<file path="src/rtl/core/nba_pkg.sv">
`timescale 1ns / 1ps
// ----------------------------------------------------------------------------
// Next-fit bitmap ID allocator package
// Shared sizes, codes and control structs for the allocator core.
// ----------------------------------------------------------------------------
package nba_pkg;

   localparam int MAX_IDS    = 1024;
   localparam int WORD_BITS  = 32;
   localparam int WORD_COUNT = (MAX_IDS + WORD_BITS - 1) / WORD_BITS;
   localparam int WORD_IDX_W = (WORD_COUNT > 1) ? $clog2(WORD_COUNT) : 1;
   localparam int BIT_IDX_W  = $clog2(WORD_BITS);
   localparam int ID_W       = $clog2(MAX_IDS);
   localparam int CNT_W      = ID_W + 1;

   localparam logic OP_ALLOC = 1'b0;
   localparam logic OP_FREE  = 1'b1;

   typedef enum logic [1:0] {
      STATUS_OK      = 2'd0,
      STATUS_FULL    = 2'd1,
      STATUS_RANGE   = 2'd2,
      STATUS_UNALLOC = 2'd3
   } status_type;

   typedef enum logic [1:0] {
      ST_IDLE,
      ST_SCAN,
      ST_DONE
   } state_type;

   // Commands from the controller to the datapath.
   typedef struct packed {
      logic cfg_write;
      logic free_exec;
      logic alloc_full;
      logic scan_init;
      logic scan_step;
   } dp_cmd_type;

   // Status from the datapath back to the controller.
   typedef struct packed {
      logic pool_empty;
      logic found;
   } dp_status_type;

endpackage

</file>
<file path="src/rtl/core/nba_channels.sv">
`timescale 1ns / 1ps
// ----------------------------------------------------------------------------
// Allocator channel interfaces
// Request, response and configuration channels with valid/ready handshakes.
// ----------------------------------------------------------------------------
interface nba_req_if;
   logic                      valid;
   logic                      ready;
   logic                      operation;
   logic [nba_pkg::ID_W-1:0]  id;

   modport source (output valid, output operation, output id, input ready);
   modport sink   (input valid, input operation, input id, output ready);
endinterface

interface nba_rsp_if;
   logic                       valid;
   logic                       ready;
   nba_pkg::status_type        status;
   logic [nba_pkg::ID_W-1:0]   id_res;
   logic [nba_pkg::CNT_W-1:0]  free_left;

   modport source (output valid, output status, output id_res, output free_left,
                   input ready);
   modport sink   (input valid, input status, input id_res, input free_left,
                   output ready);
endinterface

interface nba_csr_if;
   logic                       valid;
   logic                       ready;
   logic [nba_pkg::CNT_W-1:0]  id_count;

   modport source (output valid, output id_count, input ready);
   modport sink   (input valid, input id_count, output ready);
endinterface

</file>
<file path="src/rtl/core/next_fit_bitmap_id_allocator_core.sv">
`timescale 1ns / 1ps
// ----------------------------------------------------------------------------
// Next-fit bitmap ID allocator core
// Hands out and takes back IDs 0..id_count-1 kept as a used-bit bitmap.
// ----------------------------------------------------------------------------
//
//  Channel   Direction  Carries
//  req_ch    in         operation (0 allocate, 1 free), id
//  rsp_ch    out        status, id_res, free_left
//  csr_ch    in         id_count (writing it clears the pool)
//
// A free request does its work in the accept cycle and its response shows in
// the next cycle. An allocate request scans one bitmap word per cycle through a
// single priority encoder until it finds a free ID; a full pool answers at once.
// Only one request is in the block at a time: a new request is accepted once
// the response has been taken. Reset is synchronous and restores a pool of
// 1024 free IDs with the search starting at ID 0.
//
module next_fit_bitmap_id_allocator_core (
   input  logic       clock,
   input  logic       reset,
   nba_req_if.sink    req_ch,
   nba_rsp_if.source  rsp_ch,
   nba_csr_if.sink    csr_ch
);
   import nba_pkg::*;

   dp_cmd_type    cmd;
   dp_status_type dp_status;

   // The controller owns all handshakes; the datapath only sees commands.
   nba_ctrl u_ctrl (
      .clock         (clock),
      .reset         (reset),
      .req_valid     (req_ch.valid),
      .req_operation (req_ch.operation),
      .req_ready     (req_ch.ready),
      .rsp_valid     (rsp_ch.valid),
      .rsp_ready     (rsp_ch.ready),
      .csr_valid     (csr_ch.valid),
      .csr_ready     (csr_ch.ready),
      .cmd           (cmd),
      .status        (dp_status)
   );

   // The bitmap, counters and response registers live in the datapath. The
   // response registers hold steady while the response waits to be taken.
   nba_datapath u_datapath (
      .clock         (clock),
      .reset         (reset),
      .cmd           (cmd),
      .status        (dp_status),
      .req_id        (req_ch.id),
      .csr_id_count  (csr_ch.id_count),
      .rsp_status    (rsp_ch.status),
      .rsp_id_res    (rsp_ch.id_res),
      .rsp_free_left (rsp_ch.free_left)
   );

endmodule

</file>
<file path="src/rtl/core/nba_ctrl.sv">
`timescale 1ns / 1ps
// ----------------------------------------------------------------------------
// Allocator controller
// Sequences one request at a time: accept, optional word scan, response.
// ----------------------------------------------------------------------------
module nba_ctrl (
   input  logic                   clock,
   input  logic                   reset,
   input  logic                   req_valid,
   input  logic                   req_operation,
   output logic                   req_ready,
   output logic                   rsp_valid,
   input  logic                   rsp_ready,
   input  logic                   csr_valid,
   output logic                   csr_ready,
   output nba_pkg::dp_cmd_type    cmd,
   input  nba_pkg::dp_status_type status
);
   import nba_pkg::*;

   state_type state_ff;
   state_type state_in;
   logic      req_take;
   logic      csr_take;

   assign csr_ready = (state_ff == ST_IDLE);
   assign req_ready = (state_ff == ST_IDLE) && !csr_valid;
   assign rsp_valid = (state_ff == ST_DONE);
   assign csr_take  = csr_valid && csr_ready;
   assign req_take  = req_valid && req_ready;

   always_comb begin
      state_in = state_ff;
      case (state_ff)
         ST_IDLE: begin
            if (req_take) begin
               if (req_operation == OP_FREE || status.pool_empty) begin
                  state_in = ST_DONE;
               end else begin
                  state_in = ST_SCAN;
               end
            end
         end
         ST_SCAN: begin
            if (status.found) begin
               state_in = ST_DONE;
            end
         end
         ST_DONE: begin
            if (rsp_ready) begin
               state_in = ST_IDLE;
            end
         end
         default: begin
            state_in = ST_IDLE;
         end
      endcase
   end

   always_comb begin
      cmd = '0;
      case (state_ff)
         ST_IDLE: begin
            cmd.cfg_write = csr_take;
            if (req_take) begin
               cmd.free_exec  = (req_operation == OP_FREE);
               cmd.alloc_full = (req_operation == OP_ALLOC) && status.pool_empty;
               cmd.scan_init  = (req_operation == OP_ALLOC) && !status.pool_empty;
            end
         end
         ST_SCAN: begin
            cmd.scan_step = 1'b1;
         end
         default: begin
            cmd = '0;
         end
      endcase
   end

   always_ff @(posedge clock) begin
      if (reset) begin
         state_ff <= ST_IDLE;
      end else begin
         state_ff <= state_in;
      end
   end

   // A scan only starts with a free ID in the pool, so it never runs dry.
   assert property (@(posedge clock) disable iff (reset)
      (state_ff == ST_SCAN) |-> !status.pool_empty)
      else $error("scan running on an empty pool");

   assert property (@(posedge clock) disable iff (reset)
      $onehot0({cmd.cfg_write, cmd.free_exec, cmd.alloc_full, cmd.scan_init,
                cmd.scan_step}))
      else $error("more than one datapath command at once");

endmodule

</file>
<file path="src/rtl/core/nba_datapath.sv">
`timescale 1ns / 1ps
// ----------------------------------------------------------------------------
// Allocator datapath
// Used-bit bitmap, counters, word scan with priority encoder, response regs.
// ----------------------------------------------------------------------------
module nba_datapath (
   input  logic                         clock,
   input  logic                         reset,
   input  nba_pkg::dp_cmd_type          cmd,
   output nba_pkg::dp_status_type       status,
   input  logic [nba_pkg::ID_W-1:0]     req_id,
   input  logic [nba_pkg::CNT_W-1:0]    csr_id_count,
   output nba_pkg::status_type          rsp_status,
   output logic [nba_pkg::ID_W-1:0]     rsp_id_res,
   output logic [nba_pkg::CNT_W-1:0]    rsp_free_left
);
   import nba_pkg::*;

   // Lowest set bit: {hit, index}.
   function automatic logic [BIT_IDX_W:0] find_first(input logic [WORD_BITS-1:0] v);
      logic [BIT_IDX_W:0] r;
      r = '0;
      for (int i = WORD_BITS - 1; i >= 0; i--) begin
         if (v[i]) begin
            r = {1'b1, BIT_IDX_W'(i)};
         end
      end
      return r;
   endfunction

   function automatic logic [CNT_W-1:0] clamp_count(input logic [CNT_W-1:0] v);
      logic [CNT_W-1:0] r;
      r = v;
      if (v == '0) begin
         r = CNT_W'(1);
      end else if (v > CNT_W'(MAX_IDS)) begin
         r = CNT_W'(MAX_IDS);
      end
      return r;
   endfunction

   logic [WORD_BITS-1:0]  used_ff [WORD_COUNT];
   logic [CNT_W-1:0]      id_count_ff;
   logic [ID_W-1:0]       last_id_ff;
   logic [CNT_W-1:0]      free_total_ff;
   logic [ID_W-1:0]       search_start_ff;
   logic [WORD_IDX_W-1:0] scan_word_ff;
   logic                  scan_first_ff;
   status_type            rsp_status_ff;
   logic [ID_W-1:0]       rsp_id_ff;

   logic [CNT_W-1:0]      new_count;
   logic [WORD_BITS-1:0]  scan_data;
   logic [WORD_BITS-1:0]  low_mask;
   logic [WORD_BITS-1:0]  high_mask;
   logic [BIT_IDX_W:0]    pick;
   logic [ID_W-1:0]       found_id;
   logic                  scan_hit;
   logic [WORD_IDX_W-1:0] last_word;
   logic [WORD_IDX_W-1:0] free_word;
   logic [BIT_IDX_W-1:0]  free_bit;
   logic                  free_in_range;
   logic                  free_is_used;

   assign new_count = clamp_count(csr_id_count);
   assign last_word = last_id_ff[ID_W-1:BIT_IDX_W];

   // Scan of one word: first visit skips IDs below the start point, the last
   // word skips IDs at or above id_count.
   assign scan_data = used_ff[scan_word_ff];
   assign low_mask  = scan_first_ff ?
                      ({WORD_BITS{1'b1}} << search_start_ff[BIT_IDX_W-1:0]) :
                      {WORD_BITS{1'b1}};
   assign high_mask = (scan_word_ff == last_word) ?
                      ({WORD_BITS{1'b1}} >> (BIT_IDX_W'(WORD_BITS - 1) -
                                             last_id_ff[BIT_IDX_W-1:0])) :
                      {WORD_BITS{1'b1}};
   assign pick      = find_first(~scan_data & low_mask & high_mask);
   assign scan_hit  = cmd.scan_step && pick[BIT_IDX_W];
   assign found_id  = ID_W'({scan_word_ff, pick[BIT_IDX_W-1:0]});

   assign free_word     = req_id[ID_W-1:BIT_IDX_W];
   assign free_bit      = req_id[BIT_IDX_W-1:0];
   assign free_in_range = ({1'b0, req_id} < id_count_ff);
   assign free_is_used  = used_ff[free_word][free_bit];

   assign status.pool_empty = (free_total_ff == '0);
   assign status.found      = pick[BIT_IDX_W];

   assign rsp_status    = rsp_status_ff;
   assign rsp_id_res    = rsp_id_ff;
   assign rsp_free_left = free_total_ff;

   always_ff @(posedge clock) begin
      if (reset) begin
         for (int w = 0; w < WORD_COUNT; w++) begin
            used_ff[w] <= '0;
         end
         id_count_ff     <= CNT_W'(MAX_IDS);
         last_id_ff      <= ID_W'(MAX_IDS - 1);
         free_total_ff   <= CNT_W'(MAX_IDS);
         search_start_ff <= '0;
      end else if (cmd.cfg_write) begin
         for (int w = 0; w < WORD_COUNT; w++) begin
            used_ff[w] <= '0;
         end
         id_count_ff     <= new_count;
         last_id_ff      <= ID_W'(new_count - CNT_W'(1));
         free_total_ff   <= new_count;
         search_start_ff <= '0;
      end else if (scan_hit) begin
         used_ff[scan_word_ff][pick[BIT_IDX_W-1:0]] <= 1'b1;
         free_total_ff   <= free_total_ff - CNT_W'(1);
         search_start_ff <= (found_id == last_id_ff) ? '0 : found_id + ID_W'(1);
      end else if (cmd.free_exec && free_in_range && free_is_used) begin
         used_ff[free_word][free_bit] <= 1'b0;
         free_total_ff <= free_total_ff + CNT_W'(1);
      end
   end

   always_ff @(posedge clock) begin
      if (cmd.scan_init) begin
         scan_word_ff  <= search_start_ff[ID_W-1:BIT_IDX_W];
         scan_first_ff <= 1'b1;
      end else if (cmd.scan_step) begin
         scan_word_ff  <= (scan_word_ff == last_word) ? '0 : scan_word_ff + 1'b1;
         scan_first_ff <= 1'b0;
      end
   end

   always_ff @(posedge clock) begin
      if (cmd.alloc_full) begin
         rsp_status_ff <= STATUS_FULL;
         rsp_id_ff     <= '0;
      end else if (scan_hit) begin
         rsp_status_ff <= STATUS_OK;
         rsp_id_ff     <= found_id;
      end else if (cmd.free_exec) begin
         rsp_id_ff <= '0;
         if (!free_in_range) begin
            rsp_status_ff <= STATUS_RANGE;
         end else if (!free_is_used) begin
            rsp_status_ff <= STATUS_UNALLOC;
         end else begin
            rsp_status_ff <= STATUS_OK;
         end
      end
   end

   assert property (@(posedge clock) disable iff (reset)
      free_total_ff <= id_count_ff)
      else $error("free count above id_count");

   assert property (@(posedge clock) disable iff (reset)
      search_start_ff <= last_id_ff)
      else $error("search start outside the pool");

   assert property (@(posedge clock) disable iff (reset)
      scan_hit |=> free_total_ff == $past(free_total_ff) - CNT_W'(1))
      else $error("allocation did not take one ID from the free count");

endmodule

</file>
<file path="src/flat_wrapper.sv">
// flat-port wrapper written by rule: the top's interface ports become plain ports
module next_fit_bitmap_id_allocator_core_flat import nba_pkg::*;
  (clock, reset, req_ch_valid, req_ch_operation, req_ch_id, req_ch_ready, rsp_ch_valid, rsp_ch_status, rsp_ch_id_res, rsp_ch_free_left, rsp_ch_ready, csr_ch_valid, csr_ch_id_count, csr_ch_ready);
  nba_req_if req_ch_i ();
  nba_rsp_if rsp_ch_i ();
  nba_csr_if csr_ch_i ();
  input  logic clock;
  input  logic reset;
  input wire logic [$bits(req_ch_i.valid)-1:0] req_ch_valid;
  input wire logic [$bits(req_ch_i.operation)-1:0] req_ch_operation;
  input wire logic [$bits(req_ch_i.id)-1:0] req_ch_id;
  output wire logic [$bits(req_ch_i.ready)-1:0] req_ch_ready;
  output wire logic [$bits(rsp_ch_i.valid)-1:0] rsp_ch_valid;
  output wire logic [$bits(rsp_ch_i.status)-1:0] rsp_ch_status;
  output wire logic [$bits(rsp_ch_i.id_res)-1:0] rsp_ch_id_res;
  output wire logic [$bits(rsp_ch_i.free_left)-1:0] rsp_ch_free_left;
  input wire logic [$bits(rsp_ch_i.ready)-1:0] rsp_ch_ready;
  input wire logic [$bits(csr_ch_i.valid)-1:0] csr_ch_valid;
  input wire logic [$bits(csr_ch_i.id_count)-1:0] csr_ch_id_count;
  output wire logic [$bits(csr_ch_i.ready)-1:0] csr_ch_ready;
  assign req_ch_i.valid = req_ch_valid;
  assign req_ch_i.operation = req_ch_operation;
  assign req_ch_i.id = req_ch_id;
  assign req_ch_ready = req_ch_i.ready;
  assign rsp_ch_valid = rsp_ch_i.valid;
  assign rsp_ch_status = rsp_ch_i.status;
  assign rsp_ch_id_res = rsp_ch_i.id_res;
  assign rsp_ch_free_left = rsp_ch_i.free_left;
  assign rsp_ch_i.ready = rsp_ch_ready;
  assign csr_ch_i.valid = csr_ch_valid;
  assign csr_ch_i.id_count = csr_ch_id_count;
  assign csr_ch_ready = csr_ch_i.ready;
  next_fit_bitmap_id_allocator_core u_core (.clock(clock), .reset(reset), .req_ch(req_ch_i), .rsp_ch(rsp_ch_i), .csr_ch(csr_ch_i));
endmodule
</file>
<file path="config.mk">
export PLATFORM = sky130hd
export DESIGN_NAME = next_fit_bitmap_id_allocator_core_flat
export DESIGN_NICKNAME = d
export VERILOG_FILES = /design/src/rtl/core/nba_pkg.sv /design/src/rtl/core/nba_channels.sv /design/src/rtl/core/next_fit_bitmap_id_allocator_core.sv /design/src/rtl/core/nba_ctrl.sv /design/src/rtl/core/nba_datapath.sv /design/src/flat_wrapper.sv
export SDC_FILE = /design/constraint.sdc
export NUM_CORES = 2
export LEC_CHECK = 0
export ABC_AREA = 1
export BUFFER_PORTS_ARGS = -buffer_cell sky130_fd_sc_hd__buf_2
export CAP_MARGIN = 5
export CORE_ASPECT_RATIO = 0.8
export CORE_MARGIN = 4
export CORE_UTILIZATION = 28
export CTS_CLUSTER_SIZE = 10
export DETAILED_ROUTE_END_ITERATION = 10
export PLACE_DENSITY = 0.4
export SLEW_MARGIN = 5
export SYNTH_ARGS = -nofsm -noshare
export SYNTH_HDL_FRONTEND = slang
export SYNTH_SLANG_ARGS = --single-unit
</file>
<file path="constraint.sdc">
create_clock -name clock -period 5.98 [get_ports clock]
set_input_delay 0.897 -clock clock [delete_from_list [all_inputs] [get_ports clock]]
set_output_delay 0.897 -clock clock [all_outputs]
set_load 0.05 [all_outputs]
</file>
## Word level (Yosys, flattened, before mapping)

Memory sizes are Yosys's and may differ from the RTL's. A register that Yosys moved wholly into a read port is not among the register bits.
Cells that the tools add are included.

| storage, ports and cells | value |
|---|---|
| register bits | 62 |
| RAM bits | 1,024 |
| bits of input ports | 27 |
| memories | 1 |

| cells by class | value |
|---|---|
| add/subtract/negate cells | 6 |
| magnitude comparators | 6 |
| equality and inequality tests | 7 |
| shifts and indexed selects | 2 |
| muxes and demuxes | 116 |
| bitwise gates (word level) | 36 |
| reductions and logical operators | 24 |

Memory list:

| memory | depth | width | rd ports | clocked after Yosys merged registers in | write ports | RTL line | RTL |
|---|---|---|---|---|---|---|---|
| u_core.u_datapath.used_ff | 32 | 32 | 2 | 1 | 32 | nba_datapath.sv:42 | `logic [WORD_BITS-1:0] used_ff [WORD_COUNT];` |

Operator list:

| operator | count |
|---|---|
| 32-bit two-way mux | 40 |
| 6-bit two-way mux | 32 |
| 32-bit bitwise AND | 2 |
| 32-bit OR reduction | 2 |
| 11-bit two-way mux | 5 |
| 32-bit NOT | 1 |
| 1-bit OR | 32 |
| 32-bit by 5-bit << shifter with 32-bit output, first input constant | 1 |
| 32-bit by 5-bit right shift with 32-bit output, first input constant | 1 |
| 10-bit two-way mux | 3 |
| 5-bit two-way mux | 6 |
| 11-bit logical NOT | 2 |
| 1-bit two-way mux | 18 |
| 5-bit by 6-bit < comparator with 1-bit output, second input constant | 2 |
| 2-bit two-way mux | 6 |
| 11-bit by 1-bit adder with 11-bit output, second input constant | 1 |
| 11-bit > comparator, second input constant | 1 |
| 10-bit by 11-bit < comparator with 1-bit output | 1 |
| 11-bit by 1-bit subtractor with 11-bit output, second input constant | 1 |
| 10-bit by 1-bit adder with 10-bit output, second input constant | 1 |
| 1-bit demux with 5-bit select | 2 |
| 10-bit equality test | 1 |
| 5-bit by 1-bit >= comparator with 1-bit output, second input constant | 2 |
| 1-bit logical AND | 10 |
| 20 further kinds | 24 |

## Logic depth before layout (Yosys ltp)

| depth | value |
|---|---|
| word-level depth | 44 |
| gate-level depth with buffers | 54 |
| gate-level depth less buffers | 51 |

## Hierarchy

A second synthesis with hierarchy kept.

| unflattened totals | value |
|---|---|
| cell total of the unflattened synthesis | 8,181 |
| area, all modules | 65,658.0 um2 |

By module, submodules not included:

| module | times used | cells an instance | area an instance (um2) | seq. area each (um2) |
|---|---|---|---|---|
| nba_datapath | 1 | 8,149 | 65,467.8 | 32,100.8 |
| nba_ctrl | 1 | 32 | 190.2 | 40.0 |

## Worst setup path after synthesis

OpenSTA, ideal clock, no wires.

| path | value |
|---|---|
| kind | reg2reg |
| start | register (tool-made name) |
| end | register u_core.u_datapath.free_total_ff[10], in the netlist u_core.u_datapath.rsp_free_left[10] |
| arrival | 4.538 ns |
| data required time | 5.843 ns |
| slack | 1.305 ns |
| stages on the path, launching flop included | 35 |
| buffers on the path | 4 |
| clock period less this slack | 4.675 ns |
| path through | dfxtp_1 > buf_2 > buf_1 > clkbuf_1 > o221ai_1 > o211ai_1 > a21oi_1 > a2111o_1 > nand2_1 > nor2_1 > nand4_1 > inv_1 > nand2_1 > nand2_2 > inv_1 > clkbuf_1 > ha_1 > a21oi_1 > o21ai_0 > nand2_1 > inv_1 > nor2_1 > inv_1 > a21oi_1 > nor2_1 > nor2_1 > nor2_1 > nor2_1 > nor2_1 > nor2_1 > nor2_1 > nor2_1 > xor2_1 > xnor2_1 > o221ai_1 |

RTL lines:

| element | RTL line | RTL |
|---|---|---|
| end signal: assignment | nba_datapath.sv:101 | `free_total_ff <= CNT_W'(MAX_IDS);` |
| end signal: assignment | nba_datapath.sv:109 | `free_total_ff <= new_count;` |
| end signal: assignment | nba_datapath.sv:113 | `free_total_ff <= free_total_ff - CNT_W'(1);` |
| end: declaration | nba_datapath.sv:45 | `logic [CNT_W-1:0] free_total_ff;` |

==> reports/results.txt <==
Entering global routing, the biggest net connects 170 pins. After the first detailed-routing iteration, the DRC count stood at 9,521. The die span in x was 550 um. The antenna violation net count after detailed routing was 0; the total routed wirelength was 337 mm. The fraction of synthesis flops using an asynchronous set or reset pin works out to 0%. The tools report the cts-stage hold buffer count as 0. Total power for the finished layout comes to 21.7 mW.

Counting along the longest clock path gives a buffer depth of 4. In the post-synthesis netlist, the biggest area contributors are sky130_fd_sc_hd__edfxtp_1, sky130_fd_sc_hd__o21ai_0, sky130_fd_sc_hd__nor2_1. The number of detailed-route iterations in the first pass was 6; the final net count was 8,309. The nature of the critical path startpoint is a flop. Relative slew slack: 33.1%. In this run the biggest area consumer among cell types represents 47.0% of the synthesized area. The total number of yosys warnings is 0, and the effective utilization at floorplan is 28.2%. The most used flip-flop cell after synthesis is sky130_fd_sc_hd__edfxtp_1.

Once layout is complete, the utilization of the core stands at 34.2%. Number of vias per cell after detailed routing: 5.85. The synthesized design contains 1,091 register bits.

The worst setup path is captured at a flop. In this run the count of I/O pins placed on the die edge is 53. The number of failing hold endpoints at the final stage was 0; the average footprint of a synthesized cell was 7.99 um2. Across all register-to-register paths, the minimum setup slack is 0.23 ns. After layout, the worst path uses 96.2% of the clock period. The flow ran to the end, and the final reports show no timing, DRC or antenna violations. The tightest min-delay check is of the in2reg type. The tools report the setup-violating endpoint count in the final report as 0. Via count of the first global-routing pass: 62.6k. STA puts the critical path data required time at 6.46 ns. After detailed routing, the number of remaining DRC violations is 0. Relative to the synthesized area, the layout overhead comes to 21.2%.

The fraction of layout instances using a drive strength above 1 was 13.7%; the peak ir drop on the vdd network was 0.000181 V. The clock drives 1,091 sinks. The logs give 243,000 um2 for the full die area and 61 for the count of cell types in the netlist. The shortest period the worst path allows came out at 5.75 ns.

The power density over the cells works out to 273 nW/um2. Summing every instance area after synthesis gives 65,700 um2. Actual transition at the worst max-transition pin: 0.993 ns. In the layout the commonest cells are sky130_fd_sc_hd__nor2_1, sky130_fd_sc_hd__o21ai_0, sky130_fd_sc_hd__edfxtp_1. The number of max-slew violations in the final report is 0. TritonCTS built the clock tree. Detailed placement ended at an HPWL of 214 mm. The clock transition at the register clock pins on the worst setup and hold paths after CTS is 0.06 ns, and the number of cell rows is 158. The run gives 0.0580 ns as the worst setup skew after layout. The worst hold path begins at rsp_ch_ready.

The logs give 79,600 um2 for the area of all placed cells without fillers and 48.9% for the sequential element share of the synthesized area. CTS built an H-tree with a depth of 4. In this run the vertical extent of the chip is 441 um. Max-cap violations in this run came to 0.

Setup repair after global routing could not meet its margin everywhere. The first-pass GRT wire length is 474 mm. For this design the static power due to leakage is 27.7 nW. sky130_fd_sc_hd__edfxtp_1 takes more of the synthesized area than any other cell.

The worst hold margin was 0.393 ns. The routed wire length per instance is 29.4 um. The CTS root buffer is sky130_fd_sc_hd__clkbuf_16.

Synthesis produced a netlist with a net count of 8,280. The residual overflow from global routing was 0. The post-synthesis cell count came out at 8,228.

The final route contains 67.1k vias. The number of antenna violations at the first check in global routing came out at 20. The clock buffer count from CTS was 146; the area after detailed placement was 75,100 um2. For the clock latency reported for the late side of the worst-skew pair, the log shows 0.82 ns. Yosys mapped a number of flops with a built-in enable equal to 1,029. Weighted congestion reported at the end of routability-driven placement: 0.921. By startpoint and endpoint, the worst setup path is classified as reg2reg. Global routing used 26.7% of the available tracks. STA puts the critical path data arrival time at 6.24 ns. The number of filler cells placed in the layout is 23.9k. The core region area was 233,000 um2.

Along the worst path, the maximum fanout reaches 36. The number of buffers inserted by port buffering is 52. Leaving out fill and tap cells, the most frequent cell in the layout is sky130_fd_sc_hd__nor2_1. The highest attainable clock frequency was 174 MHz.
-- registers in the layout, indices dropped and copies added, names as in the netlist, named ones only --
register,cells
u_core.u_datapath.used_ff,1024
u_core.u_datapath.id_count_ff,11
u_core.u_datapath.rsp_free_left,11
u_core.u_datapath.last_id_ff,10
u_core.u_datapath.rsp_id_res,10
u_core.u_datapath.search_start_ff,10
u_core.u_datapath.scan_word_ff,5
u_core.u_ctrl.state_ff,2
u_core.u_datapath.rsp_status,2
u_core.u_datapath.scan_first_ff,1
-- path summary, 6_finish.rpt --
kind,to,cells past startpoint
worst min-delay path,u_core.u_ctrl.state_ff[1],4
worst min register to register,u_core.u_datapath.id_count_ff[0],2
worst max-delay path,u_core.u_datapath.used_ff[23][26],27
worst max register to register,u_core.u_datapath.used_ff[23][26],27
-- what timing repair did --
item	in CTS	in global routing
endpoints found under the setup margin	2045	1250
cloned	0	7
gates resized for setup	4	36
setup buffers	0	8
pin swaps	0	2
-- metrics by stage --
step / worst slack (ns) / instances / TNS (ns)
2_1_floorplan: 1.30 / 8228 / 0
5_1_grt: -0.0278 / 11500 / -0.0513
4_1_cts: 0.0381 / 11400 / 0
6_report: 0.228 / 11500 / 0
3_3_place_gp: -1.01 / 11200 / -1243.27
3_5_place_dp: -0.786 / 11200 / -781.71
-- worst max-delay path, cell delays in order (launching register included) --
cell	delay [ns]
sky130_fd_sc_hd__dfxtp_4	0.41
sky130_fd_sc_hd__buf_4	0.22
sky130_fd_sc_hd__clkbuf_16	0.23
sky130_fd_sc_hd__clkbuf_16	0.27
sky130_fd_sc_hd__nor2_1	0.13
sky130_fd_sc_hd__o22ai_1	0.08
sky130_fd_sc_hd__o211ai_1	0.38
sky130_fd_sc_hd__a21oi_1	0.12
sky130_fd_sc_hd__buf_4	0.17
sky130_fd_sc_hd__a2111oi_0	0.35
sky130_fd_sc_hd__o21ai_1	0.16
sky130_fd_sc_hd__nand2_1	0.12
sky130_fd_sc_hd__nor2_1	0.07
sky130_fd_sc_hd__nand4_1	0.12
sky130_fd_sc_hd__buf_4	0.19
sky130_fd_sc_hd__inv_1	0.06
sky130_fd_sc_hd__nand2_1	0.07
sky130_fd_sc_hd__nand2_2	0.06
sky130_fd_sc_hd__buf_4	0.16
sky130_fd_sc_hd__buf_4	0.21
sky130_fd_sc_hd__nor2_2	0.30
sky130_fd_sc_hd__nand2_1	0.21
sky130_fd_sc_hd__buf_4	0.21
sky130_fd_sc_hd__o21ai_1	0.29
sky130_fd_sc_hd__buf_4	0.18
sky130_fd_sc_hd__inv_1	0.07
sky130_fd_sc_hd__buf_4	0.24
sky130_fd_sc_hd__o21ai_0	0.26
-- cells by family (layout without fill, tap and decap cells) --
family                     after synthesis  after routing  share of synthesized area [%]
AOI/OAI and AO/OA                     2896           2896                           24.8
buffers and inverters                 1215           1323                           7.50
and+or+nand+nor                       2990           2990                           18.1
other                                    0              8                              0
adders and majority gates               25             25                          0.487
xor gates and xnor gates                11             11                          0.147
DFF                                   1091           1091                           48.9
-- report_power, final --
| part | internal [mW] | total (mW) | switching, mW |
|---|---|---|---|
| logic | 1.42 | 4.43 | 3.01 |
| registers | 8.82 | 9.09 | 0.273 |
| clock network | 4.64 | 8.21 | 3.57 |
| total | 14.9 | 21.7 | 6.86 |
-- final cells by class --
class | instances | area (um2) | share of cell area [%]
timing repair buffer | 842 | 9390 | 11.8
clock buffer | 192 | 3910 | 4.91
clock inverter | 35 | 228 | 0.286
sequential | 1091 | 32200 | 40.4
multi-input combinational | 5922 | 29000 | 36.4
antenna | 8 | 20.0 | 0.0251
tap | 3120 | 3900 | 4.90
inverter | 254 | 1050 | 1.32
-- routing by layer --
metal | track usage (%) | wire length, um | vias to the layer above
li1 | - | - | 29200
met1 | 38.5 | 150000 | 33700
met4 | 9.62 | 13500 | 6
met3 | 4.20 | 29900 | 631
met2 | 40.1 | 144000 | 3577
met5 | 0 | 46 | -
-- synthesized netlist by cell type (7+ instances only) --
| master | n |
|---|---|
| sky130_fd_sc_hd__a21oi_1 | 216 |
| sky130_fd_sc_hd__a31oi_1 | 20 |
| sky130_fd_sc_hd__buf_1 | 52 |
| sky130_fd_sc_hd__buf_2 | 195 |
| sky130_fd_sc_hd__buf_4 | 23 |
| sky130_fd_sc_hd__clkbuf_1 | 684 |
| sky130_fd_sc_hd__dfxtp_1 | 62 |
| sky130_fd_sc_hd__edfxtp_1 | 1029 |
| sky130_fd_sc_hd__ha_1 | 24 |
| sky130_fd_sc_hd__inv_1 | 211 |
| sky130_fd_sc_hd__inv_2 | 39 |
| sky130_fd_sc_hd__nand2_1 | 470 |
| sky130_fd_sc_hd__nand3_1 | 325 |
| sky130_fd_sc_hd__nand4_1 | 10 |
| sky130_fd_sc_hd__nor2_1 | 2026 |
| sky130_fd_sc_hd__nor2_2 | 17 |
| sky130_fd_sc_hd__nor3_1 | 119 |
| sky130_fd_sc_hd__o211ai_1 | 94 |
| sky130_fd_sc_hd__o21ai_0 | 1819 |
| sky130_fd_sc_hd__o21ai_1 | 278 |
| sky130_fd_sc_hd__o221ai_1 | 338 |
| sky130_fd_sc_hd__o22ai_1 | 90 |
| sky130_fd_sc_hd__xor2_1 | 7 |
(Power assumes the default switching activity.)
